<file path="src/rtl/rbd_pkg.sv">
// rbd_pkg: shared constants, beat and config structs, and channel arithmetic
// for the rgba box downsample cascade. no dependencies.
`default_nettype none

package rbd_pkg;

    localparam int MAX_WIDTH  = 2048;
    localparam int MAX_LEVELS = 4;
    localparam int HEIGHT_CAP = 2048;

    localparam int PIX_W    = 32;
    localparam int CH_W     = 8;
    localparam int NUM_CH   = 4;
    localparam int SUM_CH_W = CH_W + 1;
    localparam int SUM_W    = NUM_CH * SUM_CH_W;

    localparam int DIM_W   = 12;
    localparam int LVL_W   = 3;
    localparam int COL_W   = $clog2(MAX_WIDTH);
    localparam int WK_W    = COL_W + 1;
    localparam int ROW_W   = 11;
    localparam int HK_W    = ROW_W + 1;
    localparam int ADDR_W  = COL_W - 1;
    localparam int LV_W    = $clog2(MAX_LEVELS + 1);
    localparam int CNT_W   = 22;
    localparam int TOT_W   = (WK_W + HK_W - 1 > CNT_W + 1) ? (WK_W + HK_W - 1) : (CNT_W + 1);

    localparam int PADDR_W = 4;
    localparam int PDATA_W = 32;

    typedef enum logic [1:0] {
        REG_IMAGE_WIDTH    = 2'd0,
        REG_IMAGE_HEIGHT   = 2'd1,
        REG_HALVING_LEVELS = 2'd2,
        REG_FAKE_ALPHA     = 2'd3
    } reg_idx_t;

    // one beat between cells; fe marks the input pixel that ends the frame
    typedef struct packed {
        logic             valid;
        logic             have;
        logic             fe;
        logic [PIX_W-1:0] pix;
    } beat_t;

    typedef struct packed {
        logic            active;
        logic            head;
        logic [WK_W-1:0] wk;
        logic [HK_W-1:0] hk;
        logic [WK_W-1:0] w_even;
        logic [HK_W-1:0] h_even;
    } cell_cfg_t;

    typedef struct packed {
        logic              we;
        logic              re;
        logic [ADDR_W-1:0] addr;
        logic [SUM_W-1:0]  wdata;
    } ram_req_t;

    // per-channel horizontal pair sum, 9 bits per channel
    function automatic logic [SUM_W-1:0] pair_of(input logic [PIX_W-1:0] a,
                                                 input logic [PIX_W-1:0] b);
        logic [SUM_W-1:0] s;
        s = '0;
        for (int i = 0; i < NUM_CH; i++) begin
            s[i*SUM_CH_W +: SUM_CH_W] = {1'b0, a[i*CH_W +: CH_W]} + {1'b0, b[i*CH_W +: CH_W]};
        end
        return s;
    endfunction

    // vertical add of two pair sums, then truncating divide by four
    function automatic logic [PIX_W-1:0] combine(input logic [SUM_W-1:0] top,
                                                 input logic [SUM_W-1:0] bot);
        logic [PIX_W-1:0]    o;
        logic [SUM_CH_W:0]   v;
        o = '0;
        for (int i = 0; i < NUM_CH; i++) begin
            v = {1'b0, top[i*SUM_CH_W +: SUM_CH_W]} + {1'b0, bot[i*SUM_CH_W +: SUM_CH_W]};
            o[i*CH_W +: CH_W] = v[SUM_CH_W:2];
        end
        return o;
    endfunction

endpackage

`default_nettype wire

</file>
<file path="src/rtl/rbd_cell.sv">
// rbd_cell: one halving stage of the cascade, two register stages deep.
// depends on rbd_pkg; its line store sits outside in an rbd_ram.
`default_nettype none

module rbd_cell (
    input  wire logic                      aclk,
    input  wire logic                      aresetn,
    input  wire logic                      restart,
    input  wire rbd_pkg::cell_cfg_t        cfg,
    input  wire rbd_pkg::beat_t            in_beat,
    output logic                           in_ready,
    output rbd_pkg::beat_t                 out_beat,
    input  wire logic                      out_ready,
    output rbd_pkg::ram_req_t              ram_req,
    input  wire logic [rbd_pkg::SUM_W-1:0] ram_rdata
);

    logic [rbd_pkg::COL_W-1:0] col_reg, col_next;
    logic [rbd_pkg::ROW_W-1:0] row_reg, row_next;
    logic [rbd_pkg::PIX_W-1:0] held_reg, held_next;

    logic                      a_valid_reg, a_valid_next;
    logic                      a_comb_reg, a_comb_next;
    logic                      a_pass_reg, a_pass_next;
    logic                      a_fe_reg, a_fe_next;
    logic [rbd_pkg::PIX_W-1:0] a_pix_reg, a_pix_next;
    logic [rbd_pkg::SUM_W-1:0] a_pair_reg, a_pair_next;

    rbd_pkg::beat_t            out_beat_reg, out_beat_next;

    logic                      in_fire;
    logic                      b_ready;
    logic                      proc;
    logic                      track;
    logic [rbd_pkg::WK_W-1:0]  col_ext;
    logic [rbd_pkg::HK_W-1:0]  row_ext;
    logic                      drop;
    logic                      col_last;
    logic                      row_last;
    logic                      fe_here;
    logic                      pair_ok;
    logic [rbd_pkg::SUM_W-1:0] pair_sum;

    assign b_ready  = !out_beat_reg.valid || out_ready;
    assign in_ready = !a_valid_reg || b_ready;
    assign in_fire  = in_beat.valid && in_ready;
    assign out_beat = out_beat_reg;

    assign proc     = in_beat.have && cfg.active;
    // the head cell keeps the frame position even when no halving is on
    assign track    = in_beat.have && (cfg.active || cfg.head);
    assign col_ext  = {1'b0, col_reg};
    assign row_ext  = {1'b0, row_reg};
    assign drop     = (col_ext >= cfg.w_even) || (row_ext >= cfg.h_even);
    assign col_last = (col_ext + rbd_pkg::WK_W'(1)) >= cfg.wk;
    assign row_last = (row_ext + rbd_pkg::HK_W'(1)) >= cfg.hk;
    assign fe_here  = cfg.head && in_beat.have && col_last && row_last;
    assign pair_ok  = proc && !drop && col_reg[0];
    assign pair_sum = rbd_pkg::pair_of(held_reg, in_beat.pix);

    // even rows park the pair sum, odd rows fetch it back for the vertical add
    assign ram_req.we    = in_fire && pair_ok && !row_reg[0];
    assign ram_req.re    = in_fire && pair_ok && row_reg[0];
    assign ram_req.addr  = col_reg[rbd_pkg::COL_W-1:1];
    assign ram_req.wdata = pair_sum;

    always_comb begin
        col_next  = col_reg;
        row_next  = row_reg;
        held_next = held_reg;
        if (restart) begin
            col_next = '0;
            row_next = '0;
        end else if (in_fire) begin
            if (track) begin
                if (!col_last) begin
                    col_next = col_reg + rbd_pkg::COL_W'(1);
                end else begin
                    col_next = '0;
                    row_next = row_reg + rbd_pkg::ROW_W'(1);
                end
            end
            if (in_beat.fe || fe_here) begin
                col_next = '0;
                row_next = '0;
            end
            if (proc && !drop && !col_reg[0]) begin
                held_next = in_beat.pix;
            end
        end
    end

    always_comb begin
        a_valid_next = a_valid_reg;
        a_comb_next  = a_comb_reg;
        a_pass_next  = a_pass_reg;
        a_fe_next    = a_fe_reg;
        a_pix_next   = a_pix_reg;
        a_pair_next  = a_pair_reg;
        if (in_fire) begin
            a_comb_next  = pair_ok && row_reg[0];
            a_pass_next  = in_beat.have && !cfg.active;
            a_fe_next    = in_beat.fe || fe_here;
            a_pix_next   = in_beat.pix;
            a_pair_next  = pair_sum;
            // beats with nothing to carry become bubbles here
            a_valid_next = (pair_ok && row_reg[0]) || (in_beat.have && !cfg.active)
                           || in_beat.fe || fe_here;
        end else if (b_ready) begin
            a_valid_next = 1'b0;
        end
    end

    always_comb begin
        out_beat_next = out_beat_reg;
        if (b_ready) begin
            out_beat_next.valid = a_valid_reg;
            out_beat_next.have  = a_valid_reg && (a_comb_reg || a_pass_reg);
            out_beat_next.fe    = a_valid_reg && a_fe_reg;
            out_beat_next.pix   = a_comb_reg ? rbd_pkg::combine(ram_rdata, a_pair_reg)
                                             : a_pix_reg;
        end
    end

    always_ff @(posedge aclk) begin
        if (!aresetn) begin
            col_reg      <= '0;
            row_reg      <= '0;
            a_valid_reg  <= 1'b0;
            out_beat_reg <= '0;
        end else begin
            col_reg      <= col_next;
            row_reg      <= row_next;
            a_valid_reg  <= a_valid_next;
            out_beat_reg <= out_beat_next;
        end
    end

    always_ff @(posedge aclk) begin
        held_reg   <= held_next;
        a_comb_reg <= a_comb_next;
        a_pass_reg <= a_pass_next;
        a_fe_reg   <= a_fe_next;
        a_pix_reg  <= a_pix_next;
        a_pair_reg <= a_pair_next;
    end

    a_col_in_range: assert property (@(posedge aclk) disable iff (!aresetn)
        (cfg.wk != '0) |-> (col_ext < cfg.wk))
        else $error("column position ran past stage width");

    a_stage_a_holds: assert property (@(posedge aclk) disable iff (!aresetn)
        (a_valid_reg && !b_ready) |=>
            (a_valid_reg && $stable(a_pair_reg) && $stable(a_comb_reg)))
        else $error("stage a lost its beat during a stall");

endmodule

`default_nettype wire

</file>
<file path="config.mk">
export PLATFORM = sky130hd
export DESIGN_NAME = rbd_cell
export DESIGN_NICKNAME = d
export VERILOG_FILES = /design/src/rtl/rbd_pkg.sv /design/src/rtl/rbd_cell.sv
export SDC_FILE = /design/constraint.sdc
export NUM_CORES = 1
export LEC_CHECK = 0
export BUFFER_PORTS_ARGS = -buffer_cell sky130_fd_sc_hd__clkbuf_2
export CORE_MARGIN = 2
export CORE_UTILIZATION = 50
export CTS_BUF_LIST = sky130_fd_sc_hd__clkbuf_8
export CTS_CLUSTER_SIZE = 40
export DETAILED_ROUTE_END_ITERATION = 16
export GPL_TIMING_DRIVEN = 1
export PLACE_DENSITY = 0.86
export SLEW_MARGIN = 0
export SYNTH_ARGS = -nofsm -noshare
export SYNTH_HDL_FRONTEND = slang
export SYNTH_SLANG_ARGS = --single-unit
</file>
<file path="constraint.sdc">
create_clock -name aclk -period 8.5 [get_ports aclk]
set_clock_uncertainty 0.1 [all_clocks]
set_input_delay 1.7 -clock aclk [delete_from_list [all_inputs] [get_ports aclk]]
set_output_delay 1.7 -clock aclk [all_outputs]
set_load 0.02 [all_outputs]
</file>
==> run summary, run 1 <==
power per cell area: 168.0 nW/µm²
post-CTS sizing: 0
CP cell instances: clkbuf_2 -> inv_1 -> ha_1 -> and2_1 -> a221oi_1 -> o21ai_0 -> a21oi_1 -> nand4_1 -> nor4_1 -> clkbuf_2
Reg clk slew, reported paths: 0.08 ns
Worst-Margin Slew: 1.081 ns
total gr overflow: 0
Avg WL per Cell: 16.71 µm
sequential element share of the synthesized area: 0.4548
CP max-delay cell: a221oi_1
Power Total: 1.844 mW
unrepaired setup endpoints after global routing: no
largest net degree at the start of global routing: 74
DRC: 0
Yosys warning count: 0
initial core utilization: 0.5051
most frequent CP cell: clkbuf_2
drt pass-1 iters: 5
Synth Cell Area: 9354 µm²
Leak: 5.120 nW
CTS Root Cell: clkbuf_8
commonest non-fill, non-tap cell in the layout: clkbuf_2
full die area: 19820 µm²
first-pass GRT wire length: 36.27 mm
Max-slew headroom: 0.2794
Skew-Pair Late Insertion Delay: 0.45 ns
Synth Register Bits: 161
CP max FO: 3
Vias per Instance: 5.659
Post-Place Cells: 1298
fraction of registers with async set/reset: 0
Routability Congestion: 0.8829
final worst slack: 2.945 ns
CP startpoint kind: primary input
Flop pwr share: 0.488
worst path required time: 6.70 ns
Netlist cell types: 55
final std cells w/o fill: 1330
diode count: 0
number of global-route vias before repair: 7481
status: finished clean
CTS Hold Bufs: 0
logic gate share of total power: 0.197
Slew Viols, Final: 0
final hold violation count: 0
fin crit share: 0.6536
final setup TNS: 0 ns
routed wire length: 22.22 mm
postcts setup bufs: 0
P_int: 1.318 mW
Layout Area Growth over Synthesis: 17.32%
most frequent cells in the layout: clkbuf_2 (208), ha_1 (112), edfxtp_1 (103)
Initial DRC Count: 486
TritonCTS clock tree: yes
Num CTS Buffers: 17
Die Ht: 140.8 µm
sw frac: 0.2850
H-tree levels: 4
ANT nets after route: 0
Max stage delay on crit path: 0.40 ns
max_cap viols: 0
Worst Setup End Kind: output port
synthesized area per cell: 10.59 µm²
clk sinks: 161
gr usage total: 0.2298
WHS: 0.3760 ns
Setup Crit Path Kind: primary input to output port
maximum clock rate: 180.0 MHz
Post-Syn Nets: 1124
core footprint: 18520 µm²
Post-synth EDFFs: 103
Synth Flop Type: edfxtp_1
min Tclk post-route: 5.555 ns
Chip Width: 140.8 µm
via count: 7526
layout cell share with drive strength beyond 1: 0.2299
pre-CTS setup slack: 2.956 ns
critical path data arrival time: 3.76 ns
Row Count: 50
# setup viols final: 0
Max VDD drop: 137.9 µV
num ports: 209
max reg flops: 36
Clk network pwr share: 0.314
net switching power figure: 0.5255 mW
Synth Instances: 883
Buffers on Ports: 208
Final HPWL DP: 16.66 mm
Fill cells: 1523
final-stage net count: 1324
clock buffer depth: 2
initial antenna violation count: 0
worst hold path type: flop to flop
stage by stage:
stage	util	area (µm²)
floorplan	-	9354
global placement	0.5709	10570
detailed placement	0.5709	10570
CTS	0.5926	10970
global route	0.5926	10970
finish	0.5926	10970
synth_stat cells (all sizes together) (2+ instances only):
master   instances  area [µm²]
nor4b            3       26.28
mux2i           13       130.1
o211a            8       80.08
buf             13       90.08
edfxtp         103        3093
fa               4       80.08
xnor2           36       315.3
dfxtp           58        1161
o21a            11       82.58
a211o            2       17.52
nor2            38       150.1
a2111o           2       22.52
a21boi           4       30.03
or3             13       81.33
nor2b           14       87.58
a22o             7       61.31
a32o             8       80.08
a211oi           7       62.56
o2111ai          2       17.52
nor3            32       160.2
a21oi           59       295.3
nor4             3       18.77
a21o            21       157.7
ha             112        1401
o21ai           40       204.0
nand3           25       125.1
nand2b          10       62.56
a31oi           12       75.07
xor2            19       166.4
o221ai           2       17.52
o221a            3       33.78
o211ai          12       90.09
clkbuf          18       67.56
nand4           12       75.07
nand3b           4       30.03
o41a             8       90.09
nand2           55       206.5
and3             6       37.54
inv             73       274.0
power by group through the flow:
stage / clock network (mW) / logic, mW / registers [mW]
5_1_grt: 0.628 / 0.401 / 0.905
2_1_floorplan: 0 / 0.223 / 0.933
6_report: 0.580 / 0.363 / 0.901
3_3_place_gp: 0 / 0.349 / 0.916
3_5_place_dp: 0 / 0.362 / 0.918
4_1_cts: 0.593 / 0.365 / 0.901
logic make-up after synthesis:
kind of cell	after synthesis	synth area share
AND/OR/NAND/NOR	222	0.1200
AO/OA/AOI/OAI	212	0.1553
flip-flops	161	0.4548
adder cells (fa/ha/maj)	116	0.1584
buffers and inverters	104	0.04615
XOR/XNOR	55	0.05150
multiplexers	13	0.01391
final cells by class:
cell class	instances	area [µm²]	share of cell area
Clock buffer	17	234.0	0.02132
Clock inverter	15	168.9	0.01539
Inverter	73	274.0	0.02497
Multi-Input combinational cell	618	4679	0.4264
Sequential cell	161	4254	0.3876
Tap cell	234	292.8	0.02668
Timing Repair Buffer	212	1071	0.09759
worst paths after layout:
check,startpoint,to,slack [ns],cells past startpoint
worst max-delay path,cfg[19],ram_req[47],2.94,10
worst min-delay path,out_beat[32],out_beat[32],0.38,2
worst max register to register,col_reg[0],row_reg[2],4.93,11
worst min register to register,out_beat[32],out_beat[32],0.38,2
metal layers:
metal / up-vias / track usage / part of all wire
met5: - / 0 / 0
met4: 0 / 0.08211 / 0.021
met3: 34 / 0.04857 / 0.060
met2: 252 / 0.3918 / 0.49
met1: 3556 / 0.2903 / 0.43
li1: 3684 / - / -
critical path: cells and delay by family:
family | cells | cell delay [ns]
AND/OR/NAND/NOR | 3 | 0.59
buffers and inverters | 3 | 0.32
AO/OA/AOI/OAI | 3 | 0.85
adder cells (fa/ha/maj) | 1 | 0.30
(Power assumes the default switching activity.)
==> run 2, diff against run 1 <==
--- a/config.mk
+++ b/config.mk
@@ -12,7 +12,7 @@
 export CTS_CLUSTER_SIZE = 40
 export DETAILED_ROUTE_END_ITERATION = 16
 export GPL_TIMING_DRIVEN = 1
-export PLACE_DENSITY = 0.86
+export PLACE_DENSITY = 0.89
 export SLEW_MARGIN = 0
 export SYNTH_ARGS = -nofsm -noshare
 export SYNTH_HDL_FRONTEND = slang
==> constraint.sdc (replaced) <==
create_clock -name aclk -period 4.6 [get_ports aclk]
set_clock_uncertainty 0.1 [all_clocks]
set_input_delay 0.92 -clock aclk [delete_from_list [all_inputs] [get_ports aclk]]
set_output_delay 0.92 -clock aclk [all_outputs]
set_load 0.02 [all_outputs]
==> run summary, run 2 (same netlist as run 1, synthesis figures left out) <==
status: finished clean
Worst-Margin Slew: 1.072 ns (-0.008403 ns)
DRC: 0 (unchanged)
Leak: 5.130 nW (+0.21%)
post-layout util: 0.5943 (+0.001622)
CTS Hold Bufs: 0 (unchanged)
FF-to-FF setup slack: 0.92 ns (-4.01 ns)
full die area: 19820 µm² (unchanged)
Setup Crit Path Kind: primary input to output port
Worst R2R Path Depth: 11 (unchanged)
fin crit share: 0.8237
CTS Root Cell: clkbuf_8
TritonCTS clock tree: yes
Layout Area Growth over Synthesis: 17.64%
ANT nets after route: 0 (unchanged)
met2 Resource Use GR: 0.4003 (+0.008472)
GRT busiest layer: met2
postcts setup bufs: 0 (unchanged)
CP max FO: 4 (+1)
most frequent cells in the layout: clkbuf_2 (208), ha_1 (112), edfxtp_1 (103)
clock buffer depth: 2 (unchanged)
num ports: 209 (unchanged)
min Tclk post-route: 3.789 ns
gr usage total: 0.2314 (+0.001607)
Routability Congestion: 0.8871 (+0.48%)
H-tree levels: 4 (unchanged)
clk sinks: 161 (unchanged)
max_cap viols: 0 (unchanged)
via count: 7506 (-0.27%)
WHS Endpoint: out_beat[33]
Max-slew headroom: 0.2850 (+0.005602)
layout cell share with drive strength beyond 1: 0.2325 (+0.002525)
Avg WL per Cell: 16.88 µm (+1.1%)
Die Ht: 140.8 µm (unchanged)
worst hold path type: flop to flop
met3 GRT Util: 0.05265 (+0.004076)
Chip Width: 140.8 µm (unchanged)
final hold violation count: 0 (unchanged)
critical path data arrival time: 2.77 ns (-0.99 ns)
first-pass GRT wire length: 36.51 mm (+0.68%)
r2r startpoint: col_reg[0]
Hold Crit Start: out_beat[33]
total gr overflow: 0 (unchanged)
max reg flops: 36 (unchanged)
core footprint: 18520 µm² (unchanged)
Row Count: 50 (unchanged)
Final HPWL DP: 16.76 mm (+0.59%)
Min-Delay Path Depth: 2 (unchanged)
final setup TNS: 0 ns (unchanged)
worst path required time: 3.58 ns (-3.12 ns)
drt pass-1 iters: 5 (unchanged)
commonest non-fill, non-tap cell in the layout: clkbuf_2
Num CTS Buffers: 17 (unchanged)
initial antenna violation count: 0 (unchanged)
Skew-Pair Late Insertion Delay: 0.46 ns (about the same)
# setup viols final: 0 (unchanged)
Worst Setup End Kind: output port
Max VDD drop: 499.1 µV (+260%)
CP startpoint kind: primary input
diode count: 0 (unchanged)
number of global-route vias before repair: 7516 (+0.47%)
maximum clock rate: 263.9 MHz
power per cell area: 312.6 nW/µm² (+86%)
largest net degree at the start of global routing: 72 (-2.7%)
Slew Viols, Final: 0 (unchanged)
Reg clk slew, reported paths: 0.08 ns (about the same)
unrepaired setup endpoints after global routing: no
r2r endpoint: row_reg[5]
Buffers on Ports: 208 (unchanged)
final-stage net count: 1325 (+0.076%)
initial core utilization: 0.5051 (unchanged)
post-CTS sizing: 0 (unchanged)
met1 Track Usage GR: 0.2888 (-0.001538)
Initial DRC Count: 409 (-16%)
Vias per Instance: 5.639 (-0.34%)
routed wire length: 22.47 mm (+1.1%)
-- run 2: how the worst max path moves through the flow --
stage | startpoint | cells past startpoint | endpoint | slack, ns
6_report | in_beat[1] | 9 | ram_req[7] | 0.81
2_1_floorplan | cfg[19] | 8 | held_reg[0] | 0.21
4_1_cts | col_reg[2] | 8 | ram_req[46] | 0.82
3_3_place_gp | cfg[19] | 10 | ram_req[47] | 0.86
3_5_place_dp | cfg[17] | 10 | ram_req[46] | 0.83
5_1_grt | col_reg[0] | 9 | ram_req[47] | 0.56
-- run 2: per-layer routing --
| layer | share of wire | wire (µm) |
|---|---|---|
| met2 | 0.49 | 10960 |
| met1 | 0.43 | 9749 |
| met5 | 0 | 0 |
| met4 | 0.023 | 516 |
| met3 | 0.056 | 1251 |
-- run 2: layout make-up --
cell class / instances / area [µm²]
clock buffers: 17 / 234.0
clock inverters: 15 / 181.4
fillers: 1511 / 7513
inverters: 73 / 275.3
multi-input cells: 618 / 4688
flip-flops and latches: 161 / 4254
well taps: 234 / 292.8
repair buffers: 213 / 1079
-- run 2: per-stage QoR --
step / hold WS, ns / cell area, µm² / instances / total power, mW / worst slack, ns
global placement: 0.3515 / 10590 / 1299 / 2.339 / 0.8593
detailed placement: 0.3667 / 10590 / 1299 / 2.368 / 0.8350
CTS: 0.3799 / 11000 / 1331 / 3.465 / 0.8179
finish: 0.3753 / 11000 / 1331 / 3.440 / 0.8110
floorplan: 0.3677 / 9360 / 883 / 2.137 / 0.2120
global route: 0.4090 / 11000 / 1331 / 3.601 / 0.5551
-- run 2: power breakdown --
group | switching, mW | internal (mW) | total (mW)
registers | 0.0332 | 1.63 | 1.66
logic | 0.404 | 0.273 | 0.677
clock network | 0.555 | 0.544 | 1.10
total | 0.993 | 2.45 | 3.44
-- run 2: worst max-delay path: stages --
cell and delay [ns]:
clkbuf_2 0.12, ha_1 0.30, a21o_1 0.15, a21oi_1 0.27, nor2b_1 0.09, o21a_1 0.19, o41a_1 0.33, xor2_1 0.19
clkbuf_2 0.20
